**src/hdl/llag_pkg.sv**
```systemverilog
// shared types, codes and constants of the life-like automaton grid
`default_nettype none

package llag_pkg;

    // default store size
    localparam int DEF_MAX_COLUMNS = 64;
    localparam int DEF_MAX_ROWS    = 64;

    // field and port widths
    localparam int COUNT_W     = 7;
    localparam int MASK_W      = 9;
    localparam int MODE_W      = 2;
    localparam int COORD_W     = 6;
    localparam int CFG_ADDR_W  = 3;
    localparam int CFG_DATA_W  = 9;
    localparam int IN_TDATA_W  = 16;
    localparam int OUT_TDATA_W = 8;

    // register indexes
    localparam logic [CFG_ADDR_W-1:0] REG_COLUMNS = 3'd0;
    localparam logic [CFG_ADDR_W-1:0] REG_ROWS    = 3'd1;
    localparam logic [CFG_ADDR_W-1:0] REG_SURVIVE = 3'd2;
    localparam logic [CFG_ADDR_W-1:0] REG_BIRTH   = 3'd3;
    localparam logic [CFG_ADDR_W-1:0] REG_BORDER  = 3'd4;

    // register reset values
    localparam logic [COUNT_W-1:0] RST_COLUMNS = 7'd64;
    localparam logic [COUNT_W-1:0] RST_ROWS    = 7'd64;
    localparam logic [MASK_W-1:0]  RST_SURVIVE = 9'd12;
    localparam logic [MASK_W-1:0]  RST_BIRTH   = 9'd8;

    // border modes, the unused code acts as a dead border
    localparam logic [MODE_W-1:0] MODE_WRAP = 2'd0;
    localparam logic [MODE_W-1:0] MODE_DEAD = 2'd1;
    localparam logic [MODE_W-1:0] MODE_LIVE = 2'd2;

    typedef enum logic [1:0] {
        ACT_WRITE   = 2'd0,
        ACT_READ    = 2'd1,
        ACT_FILL    = 2'd2,
        ACT_ADVANCE = 2'd3
    } action_t;

    typedef struct packed {
        logic [MASK_W-1:0] survive_mask;
        logic [MASK_W-1:0] birth_mask;
        logic [MODE_W-1:0] border_mode;
    } rule_cfg_t;

endpackage

`default_nettype wire

```
**src/hdl/llag_cfg.sv**
```systemverilog
// configuration registers and clamped grid size
`default_nettype none

module llag_cfg #(
    parameter int MAX_COLUMNS = llag_pkg::DEF_MAX_COLUMNS,
    parameter int MAX_ROWS    = llag_pkg::DEF_MAX_ROWS
) (
    input  wire logic                                  clk,
    input  wire logic                                  rst_n,
    input  wire logic                                  cfg_wr_en,
    input  wire logic [llag_pkg::CFG_ADDR_W-1:0]       cfg_addr,
    input  wire logic [llag_pkg::CFG_DATA_W-1:0]       cfg_wdata,
    output      logic [$clog2(MAX_COLUMNS+1)-1:0]      cols_eff,
    output      logic [$clog2(MAX_ROWS+1)-1:0]         rows_eff,
    output      llag_pkg::rule_cfg_t                   rule
);

    localparam int COL_CW = $clog2(MAX_COLUMNS + 1);
    localparam int ROW_CW = $clog2(MAX_ROWS + 1);
    localparam int CCMP_W = (COL_CW > llag_pkg::COUNT_W) ? COL_CW : llag_pkg::COUNT_W;
    localparam int RCMP_W = (ROW_CW > llag_pkg::COUNT_W) ? ROW_CW : llag_pkg::COUNT_W;

    logic [llag_pkg::COUNT_W-1:0] columns_reg;
    logic [llag_pkg::COUNT_W-1:0] rows_reg;
    llag_pkg::rule_cfg_t          rule_reg;
    logic [CCMP_W-1:0]            cols_ext;
    logic [RCMP_W-1:0]            rows_ext;

    always_ff @(posedge clk or negedge rst_n)
    begin
        if (!rst_n)
        begin
            columns_reg           <= llag_pkg::RST_COLUMNS;
            rows_reg              <= llag_pkg::RST_ROWS;
            rule_reg.survive_mask <= llag_pkg::RST_SURVIVE;
            rule_reg.birth_mask   <= llag_pkg::RST_BIRTH;
            rule_reg.border_mode  <= llag_pkg::MODE_WRAP;
        end
        else if (cfg_wr_en)
        begin
            case (cfg_addr)
                llag_pkg::REG_COLUMNS: columns_reg <= llag_pkg::COUNT_W'(cfg_wdata);
                llag_pkg::REG_ROWS:    rows_reg    <= llag_pkg::COUNT_W'(cfg_wdata);
                llag_pkg::REG_SURVIVE: rule_reg.survive_mask <= cfg_wdata;
                llag_pkg::REG_BIRTH:   rule_reg.birth_mask   <= cfg_wdata;
                llag_pkg::REG_BORDER:
                    rule_reg.border_mode <= llag_pkg::MODE_W'(cfg_wdata);
                default: ;
            endcase
        end
    end

    // clamp sizes to 1..max
    always_comb
    begin
        cols_ext = CCMP_W'(columns_reg);
        rows_ext = RCMP_W'(rows_reg);
        if (cols_ext == '0)
            cols_eff = COL_CW'(1);
        else if (cols_ext > CCMP_W'(MAX_COLUMNS))
            cols_eff = COL_CW'(MAX_COLUMNS);
        else
            cols_eff = COL_CW'(cols_ext);
        if (rows_ext == '0)
            rows_eff = ROW_CW'(1);
        else if (rows_ext > RCMP_W'(MAX_ROWS))
            rows_eff = ROW_CW'(MAX_ROWS);
        else
            rows_eff = ROW_CW'(rows_ext);
    end

    assign rule = rule_reg;

endmodule

`default_nettype wire

```
**config.mk**
```make
export PLATFORM = sky130hd
export DESIGN_NAME = llag_cfg
export DESIGN_NICKNAME = d
export VERILOG_FILES = /design/src/hdl/llag_pkg.sv /design/src/hdl/llag_cfg.sv
export SDC_FILE = /design/constraint.sdc
export NUM_CORES = 1
export LEC_CHECK = 0
export CAP_MARGIN = 40
export CORE_ASPECT_RATIO = 2
export CORE_UTILIZATION = 45
export DETAILED_ROUTE_END_ITERATION = 8
export DONT_BUFFER_PORTS = 1
export PLACE_DENSITY = 0.7
export SLEW_MARGIN = 20
export SYNTH_ARGS = -nofsm -noshare
export SYNTH_HDL_FRONTEND = slang
export SYNTH_SLANG_ARGS = --single-unit
export TNS_END_PERCENT = 100
```
**constraint.sdc**
```tcl
create_clock -name clk -period 1.6 [get_ports clk]
set_clock_uncertainty 0.05 [all_clocks]
set_input_delay 0.16 -clock clk [delete_from_list [all_inputs] [get_ports clk]]
set_output_delay 0.16 -clock clk [all_outputs]
set_load 0.1 [all_outputs]
```
---- Yosys cells after proc, flatten, opt, wreduce, memory -nomap -nowiden ----
Index checks and enable logic that the tools add are counted.
word-level totals
  word-level logic and storage cells ...... 23
  output and inout port bits .............. 34
  input port bits ......................... 15
  register bits after elaboration ......... 34
operators by class
  multiplexer cells ....................... 4
  reduce and logical (&&, ||, !) cells .... 8
  $lt $le $gt $ge ......................... 2
  equality and inequality tests ........... 4
operators by type and width
  kind                                                             count
  7-bit two-way mux                                                4
  7-bit greater-than comparator, second input constant             2
  7-bit logical NOT                                                2
  2-bit AND reduction                                              5
  3-bit by 2-bit == test with 1-bit output, second input constant  2
  3-bit by 1-bit == test with 1-bit output, second input constant  1
  3-bit == test, second input constant                             1
  3-bit logical NOT                                                1

---- Depth between registers and ports, before layout ----
  depth after elaboration ................. 3
  mapped depth ............................ 3
  mapped depth without buffers ............ 2

---- Worst setup path before layout ----
No wires, ideal clock.
  path type ............................... reg2out
  start point ............................. register columns_reg (netlist bit cols_ext[1])
  end point ............................... output cols_eff[0]
  stages on the path, launching flop included .. 3
  setup slack ............................. -2.381 ns
  arrival time ............................ 3.771 ns
  buffers on the path ..................... 0
  data required time ...................... 1.390 ns
  path through ............................ dfrtp_1 -> or3_1 -> o41ai_1
between the ends
  cells in the longest elaborated chain, start to end .. 3
  elaborated cells between the ends (all ways) .. 4
  those cells by class .................... 1 x order compare; 2 x mux; 1 x reduce/logical
ends and longest elaborated chain
  what                           RTL line        source
  from (decl)                    llag_cfg.sv:23  logic [llag_pkg::COUNT_W-1:0] columns_reg;
  from (signal assigned)         llag_cfg.sv:33  columns_reg <= llag_pkg::RST_COLUMNS;
  from (signal assigned)         llag_cfg.sv:42  llag_pkg::REG_COLUMNS: columns_reg <= llag_pkg::COUNT_W'(cfg_wdata);
  7-bit greater-than comparator  llag_cfg.sv:60  else if (cols_ext > CCMP_W'(MAX_COLUMNS))
  7-bit two-way mux              llag_cfg.sv:60
  7-bit two-way mux *            llag_cfg.sv:58  if (cols_ext == '0)
  to (decl)                      llag_cfg.sv:13  output logic [$clog2(MAX_COLUMNS+1)-1:0] cols_eff,
Mark *: on every way between the ends. The rest lies on a longest branch, timed or not.

---- Worst setup path in the final report ----
Same ends and word-level chain as after synthesis.

==> results by group <==
Detailed routing
  • TritonRoute pass-1 iters: 4
  • Vias per cell: 5.53
  • Vias: roughly 960
  • Iteration-0 DRC Markers: 18
  • Antenna-violating nets left: 0
  • Wire per inst: ~18 um
  • Final wirelength: about 3 mm
  • Remaining DRCs: 0

Timing
  • Setup Viol. Count Final: 2
  • Final Hold Fails: 0
  • Fin worst setup slack: -172 ps
  • Worst slew pin tran: around 520 ps
  • Max-slew violations: 0
  • Final Cycle Share: 111%
  • Fmax: between 0.5 and 0.6 GHz
  • Max-slew headroom: between 60% and 70%
  • Fin crit period: about 1800 ps
  • RSZ-0062 raised after global routing: true

Critical path
  • Flop2flop setup slack: between 600 and 700 ps
  • Crit path capture: cols_eff[0]
  • CP startpoint: cols_ext[1]
  • Critical Path AT: ~1600 ps
  • CP startpoint kind: register
  • Crit end category: primary output
  • Worst-path maximum fanout: 3
  • Worst R2R End: cols_ext[6]
  • R2R depth: 1
  • Crit path required time: 1390 ps
  • CP Class: reg -> out
  • FF-to-FF Start: cols_ext[6]

Synth
  • Mux share of post-synthesis cell area: a little over a quarter
  • Register area share after synthesis: between 50% and 60%
  • Cell count after synthesis: a little over 90
  • Simple-Gate Fraction of Synth Area: 11.2%
  • Post-Synth XOR/XNOR Area: 0%
  • Post-Syn Area: between 0.001 and 0.0015 mm2
  • Adder-cell share of the synthesized area: 0%
  • Yosys top cell area share: 50.4%
  • Area leader, netlist: dfrtp_1
  • Dominant cells by area after synthesis: dfrtp_1, mux2_2, dfstp_2, nor2b_1, and4bb_2
  • Distinct cell type count of the synthesized netlist: 14
  • Largest family of logic cells by synthesized area: multiplexers
  • Compound-Gate Fraction of Synth Area: between 1 and 1.5%
  • Syn_area_per_cell: roughly 15 um2
  • Warnings, synthesis: 0
  • Synthesis-stage register bit count: 34
  • Post-Syn Nets: between 100 and 150

Global routing
  • First-pass GRT wire length: 4.92 mm
  • Met2 GRT Util: around a third
  • Largest net degree at the start of global routing: 35
  • GRT overflow: 0
  • All-Layer GR Usage: about a fifth
  • Initial antenna violation count: 0
  • Met3 usage: under 10%
  • Most Used Layer, Global Route: met2
  • Vias in the first global route: 1031
  • M1 GR Usage: a little over a fifth

Min path
  • Hold crit path type: in -> reg

Clocking
  • CTS tree: yes
  • Clock sink total: 34
  • Worst-path clk slew: around 70 ps
  • Root buf cell: clkbuf_8
  • TritonCTS Buffers: 5
  • H-tree levels: 2
  • CTS Buffer Depth: 2
  • Setup Fix Bufs, Post-CTS: 0
  • Worst skew pair latency: 280 ps

Floorplan
  • I/O pins: 49
  • Site Rows: 28
  • Die area: approximately 0.0034 mm2
  • Core area: 0.00301 mm2
  • Die width: 42.0 um
  • Die span in y: 82.0 um
  • Initial Util: 47.8%

Power
  • Worst VDD drop: 1.62 mV
  • Lkg Pwr: 0.958 nW
  • P per Cell Area: around 2000 mW/mm2

Placed design
  • # port buffers: 0
  • Pre-CTS setup slack: ~110 ps
  • Placer Congestion: around 0.84
  • HPWL after detailed placement: about 2.2 mm

Final layout
  • Most frequent cells in the layout: mux2_2, dfrtp_1, buf_4, buf_12
  • Max FFs per register: 20
  • Commonest non-fill, non-tap cell in the layout: mux2_2
  • Layout cells sized above 1: approximately 71%
  • Antenna cells: 0
  • Number of fillers in the final layout: 191
  • Syn-to-layout area delta: 51.3%
  • Final design utilization: between 70 and 80%
  • Layout net count: 157

Status
  • Failing checks: negative setup slack
  • Outcome: finished with violations

Flow run
  • Max-Cap Viols: 0
==> per-layer routing <==
layer,up-vias,routed length [um]
met5,-,0
met4,0,138
met3,9,138
met2,40,1670
met1,480,1100
li1,428,-
==> power breakdown <==
group	internal, mW	switching, mW	leakage [nW]
registers	1.07	0.158	0.401
logic	0.675	1.68	0.500
clock network	0.458	0.289	0.0579
==> worst min-delay path by stage <==
stage,from,to,cells past startpoint
final,cfg_addr[1],cols_ext[2],2
after floorplan,rst_n,cols_ext[0],0
after global routing,cfg_addr[2],cols_ext[0],2
after CTS,cfg_addr[1],cols_ext[3],2
after global placement,rst_n,rows_ext[4],0
after detailed placement,rst_n,rows_ext[4],0
==> kinds of logic after synthesis <==
family,after synthesis
flip-flops,34
AO/OA/AOI/OAI,2
buffers and inverters,4
multiplexers,34
AND/OR/NAND/NOR,19
==> Yosys cell counts <==
master and instances:
dfstp_2 5, dfrtp_1 29, o41ai_1 2, clkbuf_1 2, mux2_2 34, nor4b_4 1
buf_4 1, nor4bb_1 1, nand2b_1 2, nor2b_1 10, or3_1 2, nand4b_2 1
buf_2 1, and4bb_2 2
==> critical path: stages, from the launching register on <==
cell	delay [ps]
dfrtp_1	400
or3_4	400
o41ai_4	270
buf_12	220
==> per-stage QoR <==
step	instances	power [mW]	hold slack [ps]	area [um2]	TNS, ps
after floorplan	93	2.97	-186	1500	-868
after global placement	154	3.52	-185	1940	0
after detailed placement	154	3.55	-185	1940	0
after CTS	173	4.39	112	2180	-378
after global routing	173	4.49	113	2180	-453
final	173	4.33	125	2180	-336
==> area by class of cell <==
class	instances	area, um2	share of cell area, %
clock buffer	5	68.8	3.16
clock inverter	3	40.0	1.84
multi-input combinational	55	641	29.4
sequential	34	857	39.4
tap	30	37.5	1.72
timing repair buffer	46	533	24.5
==> repair_timing <==
action	CTS	global route
setup endpoints to repair	2	2
gates resized for setup	2	0
hold endpoints to repair	68	0
hold buffers	11	0
Power figures use the tool's default switching activity.
