--- config.mk ---
export PLATFORM = sky130hd
export DESIGN_NAME = llag_rule
export DESIGN_NICKNAME = d
export VERILOG_FILES = /design/src/hdl/llag_pkg.sv /design/src/hdl/llag_rule.sv
export SDC_FILE = /design/constraint.sdc
export NUM_CORES = 1
export LEC_CHECK = 0
export BUFFER_PORTS_ARGS = -buffer_cell sky130_fd_sc_hd__buf_2
export CAP_MARGIN = 40
export CORE_MARGIN = 2
export CORE_UTILIZATION = 40
export DETAILED_ROUTE_END_ITERATION = 8
export PLACE_DENSITY = 0.74
export SYNTH_ARGS = -nofsm -noshare
export SYNTH_HDL_FRONTEND = slang
export SYNTH_SLANG_ARGS = --single-unit
--- constraint.sdc ---
create_clock -name vclk -period 8.2
set_clock_uncertainty 0.1 [all_clocks]
set_input_delay 0.82 -clock vclk [all_inputs]
set_output_delay 0.82 -clock vclk [all_outputs]
set_load 0.005 [all_outputs]
--- src/hdl/llag_pkg.sv ---
// shared types, codes and constants of the life-like automaton grid
`default_nettype none

package llag_pkg;

    // default store size
    localparam int DEF_MAX_COLUMNS = 64;
    localparam int DEF_MAX_ROWS    = 64;

    // field and port widths
    localparam int COUNT_W     = 7;
    localparam int MASK_W      = 9;
    localparam int MODE_W      = 2;
    localparam int COORD_W     = 6;
    localparam int CFG_ADDR_W  = 3;
    localparam int CFG_DATA_W  = 9;
    localparam int IN_TDATA_W  = 16;
    localparam int OUT_TDATA_W = 8;

    // register indexes
    localparam logic [CFG_ADDR_W-1:0] REG_COLUMNS = 3'd0;
    localparam logic [CFG_ADDR_W-1:0] REG_ROWS    = 3'd1;
    localparam logic [CFG_ADDR_W-1:0] REG_SURVIVE = 3'd2;
    localparam logic [CFG_ADDR_W-1:0] REG_BIRTH   = 3'd3;
    localparam logic [CFG_ADDR_W-1:0] REG_BORDER  = 3'd4;

    // register reset values
    localparam logic [COUNT_W-1:0] RST_COLUMNS = 7'd64;
    localparam logic [COUNT_W-1:0] RST_ROWS    = 7'd64;
    localparam logic [MASK_W-1:0]  RST_SURVIVE = 9'd12;
    localparam logic [MASK_W-1:0]  RST_BIRTH   = 9'd8;

    // border modes, the unused code acts as a dead border
    localparam logic [MODE_W-1:0] MODE_WRAP = 2'd0;
    localparam logic [MODE_W-1:0] MODE_DEAD = 2'd1;
    localparam logic [MODE_W-1:0] MODE_LIVE = 2'd2;

    typedef enum logic [1:0] {
        ACT_WRITE   = 2'd0,
        ACT_READ    = 2'd1,
        ACT_FILL    = 2'd2,
        ACT_ADVANCE = 2'd3
    } action_t;

    typedef struct packed {
        logic [MASK_W-1:0] survive_mask;
        logic [MASK_W-1:0] birth_mask;
        logic [MODE_W-1:0] border_mode;
    } rule_cfg_t;

endpackage

`default_nettype wire

--- src/hdl/llag_rule.sv ---
// shared cell unit: gathers eight neighbours, counts them, applies the rule
`default_nettype none

module llag_rule #(
    parameter int MAX_COLUMNS = llag_pkg::DEF_MAX_COLUMNS
) (
    input  wire logic [MAX_COLUMNS-1:0]                          row_above,
    input  wire logic [MAX_COLUMNS-1:0]                          row_cur,
    input  wire logic [MAX_COLUMNS-1:0]                          row_below,
    input  wire logic [((MAX_COLUMNS > 1) ? $clog2(MAX_COLUMNS) : 1)-1:0] x,
    input  wire logic [$clog2(MAX_COLUMNS+1)-1:0]                cols_eff,
    input  wire llag_pkg::rule_cfg_t                             rule,
    output      logic                                            next_cell
);

    localparam int COL_AW = (MAX_COLUMNS > 1) ? $clog2(MAX_COLUMNS) : 1;
    localparam int COL_CW = $clog2(MAX_COLUMNS + 1);

    logic                        wrap;
    logic                        border;
    logic [COL_CW-1:0]           cols_m1;
    logic                        x_first;
    logic                        x_last;
    logic [COL_AW-1:0]           xm;
    logic [COL_AW-1:0]           xp;
    logic                        left_off;
    logic                        right_off;
    logic                        a_l, a_c, a_r, c_l, c_r, b_l, b_c, b_r;
    logic                        self;
    logic [3:0]                  count;
    logic [llag_pkg::MASK_W-1:0] mask;

    always_comb
    begin
        wrap      = (rule.border_mode == llag_pkg::MODE_WRAP);
        border    = (rule.border_mode == llag_pkg::MODE_LIVE);
        cols_m1   = cols_eff - COL_CW'(1);
        x_first   = (x == '0);
        x_last    = (COL_CW'(x) == cols_m1);
        xm        = x_first ? cols_m1[COL_AW-1:0] : x - COL_AW'(1);
        xp        = x_last ? '0 : x + COL_AW'(1);
        left_off  = x_first && !wrap;
        right_off = x_last && !wrap;

        // rows above and below are already border rows when off the grid
        a_l  = left_off  ? border : row_above[xm];
        a_c  = row_above[x];
        a_r  = right_off ? border : row_above[xp];
        c_l  = left_off  ? border : row_cur[xm];
        c_r  = right_off ? border : row_cur[xp];
        b_l  = left_off  ? border : row_below[xm];
        b_c  = row_below[x];
        b_r  = right_off ? border : row_below[xp];
        self = row_cur[x];

        count = 4'(a_l) + 4'(a_c) + 4'(a_r) + 4'(c_l)
              + 4'(c_r) + 4'(b_l) + 4'(b_c) + 4'(b_r);
        mask      = self ? rule.survive_mask : rule.birth_mask;
        next_cell = mask[count];
    end

endmodule

`default_nettype wire

After elaboration in Yosys (flattened, before gate mapping):

Cells that the tools add are included.

* add/subtract/negate cells: 10
* order comparisons: 4
* reductions and logical operators: 5
* mux-type cells: 29
* eq/ne operators: 2

Operator list (count)
* 1-bit binary-select mux with 6-bit select: 9
* 6-bit by 7-bit less-than comparator with 1-bit output (second input constant): 3
* 4-bit by 1-bit adder with 4-bit output: 4
* 1-bit 2-to-1 mux: 16
* 6-bit 2-to-1 mux: 2
* 9-bit 2-to-1 mux: 1
* 6-bit by 7-bit equality test with 1-bit output: 1
* 7-bit by 1-bit subtractor with 7-bit output (second input constant): 1
* 6-bit by 1-bit adder with 6-bit output (second input constant): 1
* 6-bit zero test: 1
* 6-bit by 1-bit subtractor with 6-bit output (second input constant): 1
* 4-bit by 5-bit less-than comparator with 1-bit output (second input constant): 1
* 3-bit by 1-bit adder with 4-bit output: 1
* 1-bit binary-select mux with 4-bit select: 1
* 2-bit by 1-bit adder with 3-bit output: 1
* 1-bit by 1-bit adder with 2-bit output: 1
* 2-bit equality test (second input constant): 1
* 1-bit logical AND: 2
* 2-bit zero test: 1
* 1-bit zero test: 1

* word-level logic and storage cells: 50
* output and inout port bits: 1
* register bits after elaboration: 0
* input port bits: 225

Depth between registers and ports, before layout:

Gate-level depths: netlist of run 1.

* depth in word-level cells: 14
* gate-level depth with buffers: 26
* gate-level depth less buffers: 20

Worst setup path after synthesis of run 1:

No wires, ideal clock.

* kind: in2out
* start point: input x[0] in the netlist's numbering
* end point: output next_cell
* path buffers: 6
* data arrival time: 7735 ps
* slack: -455 ps
* cell stages on the path: 24
* data required time: 7280 ps
* cells stage by stage: buf_4 -> buf_4 -> inv_2 -> clkbuf_1 -> clkbuf_1 -> ha_1 -> nor3b_1 -> nand2_1 -> mux2i_1 -> buf_2 -> buf_4 -> mux2i_1 -> mux2i_1 -> mux2_2 -> o211ai_1 -> fa_1 -> fa_1 -> inv_1 -> fa_1 -> ha_1 -> fa_1 -> mux4_2 -> mux2_2 -> a221o_1

* longest elaborated chain between the ends: 14
* elaborated cells on any way between the ends: 42
* those cells by class: 9 x add/sub; 1 x eq/ne; 29 x mux; 3 x reduce/logical

Ends and longest elaborated chain
* start, declared: line llag_rule.sv:10 `input wire logic [((MAX_COLUMNS > 1) ? $clog2(MAX_COLUMNS) : 1)-1:0] x,`
* 6-bit by 1-bit subtractor with 6-bit output / 6-bit zero test (equally long branches): line llag_rule.sv:40, llag_rule.sv:38
* 6-bit 2-to-1 mux: line llag_rule.sv:40 `xm = x_first ? cols_m1[COL_AW-1:0] : x - COL_AW'(1);`
* 1-bit binary-select mux with 6-bit select: line llag_rule.sv:46 `a_l = left_off ? border : row_above[xm];`
* 1-bit 2-to-1 mux (implied by the code): line llag_rule.sv:46
* 1-bit 2-to-1 mux: line llag_rule.sv:46
* 1-bit by 1-bit adder with 2-bit output: line llag_rule.sv:56 `count = 4'(a_l) + 4'(a_c) + 4'(a_r) + 4'(c_l)`
* 2-bit by 1-bit adder with 3-bit output: line llag_rule.sv:56
* 3-bit by 1-bit adder with 4-bit output: line llag_rule.sv:56
* 4-bit by 1-bit adder with 4-bit output (4 in series): line llag_rule.sv:57 `+ 4'(c_r) + 4'(b_l) + 4'(b_c) + 4'(b_r);`
* 1-bit binary-select mux with 4-bit select (*): line llag_rule.sv:59 `next_cell = mask[count];`
* 1-bit 2-to-1 mux (implied by the code) (*): line llag_rule.sv:59
* end, declared: line llag_rule.sv:13 `output logic next_cell`

Mark *: on every way between the ends. The rest lies on a longest branch, timed or not. The select of a mux whose other input is x is not followed.

Final worst setup path of run 1:

* start point: input x[5] in the netlist's numbering
* end point: output next_cell

The elaborated chain is that of the path after synthesis.

==> metrics, run 1 <==
result of the run=completed; final worst path period need=7790 ps; Register Area=0 µm²; number of fill cells in the layout=1,390; layout cells sized above 1=50.5%; # IOs=226; Via-to-Cell Ratio=6.70; Pint=0.394 mW; unrepaired setup endpoints after global routing=no; final net count=1,014; adder-cell area share of the yosys netlist=2.60%; path type of the worst min-delay path=primary input to output port; sequential fraction of design power=0%; number of max-cap violations=0; Switching Fraction=48.9%; via count of the first global-routing pass=6,464; weighted congestion reported at the end of routability-driven placement=0.913; DP Wirelength=17,900 µm; TritonRoute pass-1 iters=5; xor/xnor cell area share of the yosys netlist=3.02%; Gate Count Post-Synth=583; Clk pwr share=0%; share of synthesized area occupied by flip-flops and latches=0%; total routing usage reported by global routing=27.8%; Post-CTS Hold Fix Bufs=0; count of endpoints failing hold in the final timing report=0; Vert. Die Dim=126 µm; Port Buffer Count=226; Period Utilization, post-route=95.0%; 1st-iter DRT viols=786; DRC violations left=0; clock tree buffer count of the final layout=0; Synth Cell Area=0.00596 mm²; total global routing overflow=0; worst path required time=7280 ps; number of warnings printed during yosys synthesis=0; cell types occupying the most area after synthesis=sky130_fd_sc_hd__mux4_2 44%, sky130_fd_sc_hd__mux2i_1 22%, sky130_fd_sc_hd__nand2_1 3.1%; most instantiated library cell after synthesis=sky130_fd_sc_hd__mux2i_1; post-synthesis area per instance=10.2 µm²; Core Footprint=0.0145 mm²; Worst Slack Setup Final=411 ps; met2 usage in global routing=45.7%; max-slew violation count=0; Final Setup Violations=0; M3 GR Usage=6.24%; Post-Synthesis Net Count=818; number of antenna violations at the first check in global routing=3; share of the synthesized area in the top cell type=44.2%; wire length of the first global-routing pass=35,800 µm; maximum clock frequency=0.128 GHz; Syn-to-layout area delta=23.6%; mux share of post-synthesis cell area=67.7%; power per standard cell area=105 mW/mm²; maximum number of pins on one net before global-route repair=77; Netlist cell types=57; Final Cell Area=0.00737 mm²; final sum of negative setup slack=0 ps; largest vdd supply drop=0.0967 mV; worst slew margin relative to its limit=42.3%; die outline width=126 µm; data arrival time of the critical path=6870 ps; Setup CP Type=primary input to output port; synth cell count leaders=129 x sky130_fd_sc_hd__mux2i_1, 117 x sky130_fd_sc_hd__mux4_2, 49 x sky130_fd_sc_hd__nand2_1; std cell rows=44; dominant combinational cell family by area after synthesis=multiplexers; kind of end point of the critical path=output port; met1 track demand over resource=38.0%; Initial Util=41.0%; Placed Cells=961; sequential cells=0; final-layout worst hold slack=2080 ps; Worst Max-Slew Pin Slew=854 ps; post-synthesis compound-gate area fraction=11.5%; leakage power=3.17 nW; Worst Setup Slack post-DPL=336 ps; most heavily used metal layer in global routing=met2; net switching power=0.377 mW; vias after detailed routing=6,460; share of power burned in combinational logic=100.0%; die area=0.0159 mm²; top fanout value on the critical path=17; final routed wirelength across all metal layers=22,600 µm; library cell with the largest summed area after synthesis=sky130_fd_sc_hd__mux4_2; number of standard cells in the final layout excluding fillers=964; launching element type of the critical path=primary input; basic-gate share of the synthesized area counting and, or, nand and nor cells=9.97%; count of antenna-violating nets left after detailed routing=0; Total Power Consumption=0.771 mW; WL per Instance=23.4 µm; final core area utilization=50.7%; area after detailed placement=0.00736 mm²
==> placed cells by master (no fill, tap or decap), drive strengths merged, types with 7 or more instances in the layout <==
cell	synthesis	routed
a21oi	16	16
a31oi	10	10
buf	32	253
inv	12	12
mux2	10	10
mux2i	129	129
mux4	117	117
nand2	49	49
nand3	22	22
nor2	19	19
nor3	12	12
o21ai	18	18
o22ai	7	7
xnor2	12	12
==> critical path, stage by stage <==
cell and delay [ps]:
sky130_fd_sc_hd__buf_2 350, sky130_fd_sc_hd__nor2_1 190, sky130_fd_sc_hd__nand2_1 240, sky130_fd_sc_hd__mux2i_4 280, sky130_fd_sc_hd__buf_6 250, sky130_fd_sc_hd__mux4_2 540
sky130_fd_sc_hd__mux2i_1 150, sky130_fd_sc_hd__mux2i_1 110, sky130_fd_sc_hd__mux2_2 300, sky130_fd_sc_hd__o21bai_1 200, sky130_fd_sc_hd__fa_1 440, sky130_fd_sc_hd__fa_1 490
sky130_fd_sc_hd__inv_1 50, sky130_fd_sc_hd__fa_1 450, sky130_fd_sc_hd__ha_1 230, sky130_fd_sc_hd__fa_1 680, sky130_fd_sc_hd__mux4_2 330, sky130_fd_sc_hd__mux2_2 280
sky130_fd_sc_hd__a221o_1 340, sky130_fd_sc_hd__buf_2 140
==> final cells by class <==
class | count | area, µm² | area share [%]
multi-input combinational | 511 | 5720 | 77.6
tap | 184 | 230 | 3.12
inverter | 13 | 48.8 | 0.662
timing repair buffer | 253 | 1370 | 18.5
antenna | 3 | 7.51 | 0.102
==> worst paths after layout <==
| check | startpoint | endpoint | slack [ps] | cells past startpoint |
|---|---|---|---|---|
| setup / recovery | x[5] | next_cell | 410 | 20 |
| hold / removal | rule[10] | next_cell | 2080 | 5 |
==> per-layer routing <==
| metal | share of wire [%] | routed length, µm |
|---|---|---|
| met1 | 39 | 8780 |
| met2 | 47 | 10600 |
| met3 | 12 | 2780 |
| met4 | 1.9 | 420 |
| met5 | 0.058 | 13 |
==> cell families after synthesis <==
group | after synthesis
AOI/OAI and AO/OA | 99
buffers and inverters | 72
xor gates and xnor gates | 19
adders and majority gates | 10
and+or+nand+nor | 127
muxes | 256
==> timing repair <==
action                     in CTS  in global routing
setup endpoints to repair       0                  1
gates resized for setup         0                  1
hold endpoints to repair        0                  0
buffers inserted                0                  0
==> power groups by stage <==
stage	Clock (mW)	Sequential [mW]	Combinational (mW)
after global routing	0.0000000327	0	0.836
final	0.0000000492	0	0.771
after detailed placement	0	0	0.764
after CTS	0	0	0.767
after global placement	0	0	0.743
after floorplan	0	0	0.535
No activity file was read; power rests on OpenSTA's default activity.
==> run 2: changes to the inputs <==
clock period = 6.38 ns   (was 8.2 ns; I/O delays follow)
==> metrics, run 2 (synthesis gave the netlist of run 1 again) <==
violated checks=negative setup slack; Placed Cells=1,022 (was 961); std cell rows=44 (unchanged); area after detailed placement=0.00787 mm² (was 0.00736 mm²); path type of the worst min-delay path=primary input to output port (unchanged); Total Power Consumption=1.05 mW (was 0.771 mW); amount of wire on met3 after detailed routing=2410 µm (was 2780 µm); power per standard cell area=134 mW/mm² (was 105 mW/mm²); Register Area=0 µm² (unchanged); area of combinational cells with multiple inputs=0.00576 mm² (was 0.00572 mm²); final routed wirelength across all metal layers=23,100 µm (was 22,600 µm); leakage power=3.49 nW (was 3.17 nW); max-slew violation count=0 (unchanged); final worst path period need=6920 ps; top fanout value on the critical path=12 (was 17); result of the run=finished with violations (was completed); Core Footprint=0.0145 mm² (unchanged); data arrival time of the critical path=6180 ps (was 6870 ps); commonest cells after routing, fill and taps aside=225 x sky130_fd_sc_hd__buf_2, 127 x sky130_fd_sc_hd__mux2i_1, 117 x sky130_fd_sc_hd__mux4_2 (unchanged); Setup CP Type=primary input to output port (unchanged); # IOs=226 (unchanged); leading cell type in the layout, fill and taps excluded=sky130_fd_sc_hd__buf_2 (unchanged); met2 wirelength from detailed routing=11,000 µm (was 10,600 µm); number of standard cells in the final layout excluding fillers=1,022 (was 964); number of antenna violations at the first check in global routing=2 (was 3); count of antenna-violating nets left after detailed routing=0 (unchanged); number of fill cells in the layout=1,321 (was 1,390); total routing usage reported by global routing=28.2% (was 27.8%); Via-to-Cell Ratio=6.68 (was 6.70); DRC violations left=0 (unchanged); final net count=1,075 (was 1,014); number of max-cap violations=0 (unchanged); launching element type of the critical path=primary input (unchanged); worst slew margin relative to its limit=44.8% (was 42.3%); diode count=0 (was 3); 1st-iter DRT viols=916 (was 786); via count of the first global-routing pass=6,926 (was 6,464); Syn-to-layout area delta=32.2% (was 23.6%); largest vdd supply drop=0.226 mV (was 0.0967 mV); layout cells sized above 1=54.7% (was 50.5%); Final Cell Area=0.00788 mm² (was 0.00737 mm²); Vert. Die Dim=126 µm (unchanged); maximum clock frequency=0.144 GHz; Period Utilization, post-route=108%; length of routed wiring on met1=9010 µm (was 8780 µm); sequential cells=0 (unchanged); maximum number of pins on one net before global-route repair=56 (was 77); DP Wirelength=19,000 µm (was 17,900 µm); weighted congestion reported at the end of routability-driven placement=0.938 (was 0.913); count of endpoints failing hold in the final timing report=0 (unchanged); worst path required time=5640 ps (was 7280 ps); TritonRoute pass-1 iters=5 (unchanged); Port Buffer Count=226 (unchanged); vias after detailed routing=6,824 (was 6,460); Final Setup Violations=1 (was 0); Worst Max-Slew Pin Slew=828 ps (was 854 ps); Post CTS Setup Buffer Count=0 (unchanged); highest signal layer in the routed design=met5 (unchanged); wire length of the first global-routing pass=36,400 µm (was 35,800 µm); die outline width=126 µm (unchanged); Post-CTS Hold Fix Bufs=0 (unchanged); Worst Slack Setup Final=-541 ps (was 411 ps); unrepaired setup endpoints after global routing=yes (was no); total global routing overflow=0 (unchanged); WL per Instance=22.6 µm (was 23.4 µm); kind of end point of the critical path=output port (unchanged); clock tree buffer count of the final layout=0 (unchanged); Initial Util=41.0% (unchanged); die area=0.0159 mm² (unchanged)
-- run 2: cell count changes in the layout (fill, tap and decap cells not counted), sizes merged --
cell   previous run  this run
buf             253       314
diode             3         0
-- run 2: metrics by stage --
stage                     worst slack (ps)  util [%]  hold WS, ps  setup TNS, ps
after floorplan                       -827         -         1470           -827
after global placement                -548      54.1         1730           -548
after detailed placement              -635      54.1         1740           -635
after CTS                             -524      54.2         1740           -524
after global routing                  -798      54.2         1780           -798
final                                 -541      54.2         1730           -541
-- run 2: final cells by class --
cell class	count	area share, %
multi-input combinational	511	73.0
timing repair buffer	314	23.3
tap	184	2.92
inverter	13	0.778
-- run 2: path summary, 6_finish.rpt --
check                 from        end  slack (ps)  cells past startpoint
hold / removal    rule[10]  next_cell        1730                      5
setup / recovery      x[1]  next_cell        -540                     23
-- run 2: worst max-delay path, cell delays in order --
cell and delay (ps):
sky130_fd_sc_hd__buf_2 110, sky130_fd_sc_hd__inv_2 70, sky130_fd_sc_hd__ha_4 130, sky130_fd_sc_hd__nor3b_4 200
sky130_fd_sc_hd__nand2_2 140, sky130_fd_sc_hd__mux2i_4 220, sky130_fd_sc_hd__buf_12 180, sky130_fd_sc_hd__buf_4 180
sky130_fd_sc_hd__mux2i_1 260, sky130_fd_sc_hd__mux2i_1 120, sky130_fd_sc_hd__mux2i_1 250, sky130_fd_sc_hd__o221ai_1 180
sky130_fd_sc_hd__o21bai_4 200, sky130_fd_sc_hd__fa_1 470, sky130_fd_sc_hd__fa_1 490, sky130_fd_sc_hd__inv_1 50
sky130_fd_sc_hd__fa_1 430, sky130_fd_sc_hd__ha_2 190, sky130_fd_sc_hd__fa_2 600, sky130_fd_sc_hd__mux4_2 310
sky130_fd_sc_hd__mux2_2 280, sky130_fd_sc_hd__a221o_1 340, sky130_fd_sc_hd__buf_2 140
-- run 2: routing by layer --
| metal | GRT usage (%) | up-vias |
|---|---|---|
| met5 | 0 | - |
| met4 | 6.92 | 4 |
| met3 | 4.46 | 69 |
| met2 | 47.8 | 480 |
| met1 | 37.8 | 3322 |
| li1 | - | 2949 |
-- run 2: timing repair --
item	CTS	global route
endpoints found under the setup margin	1	1
pin swaps	1	0
gates resized for setup	4	0
-- run 2: where the power goes --
group          internal (mW)  switching (mW)
combinational          0.556           0.498
sequential                 0               0
clock                      0               0
total                  0.556           0.498
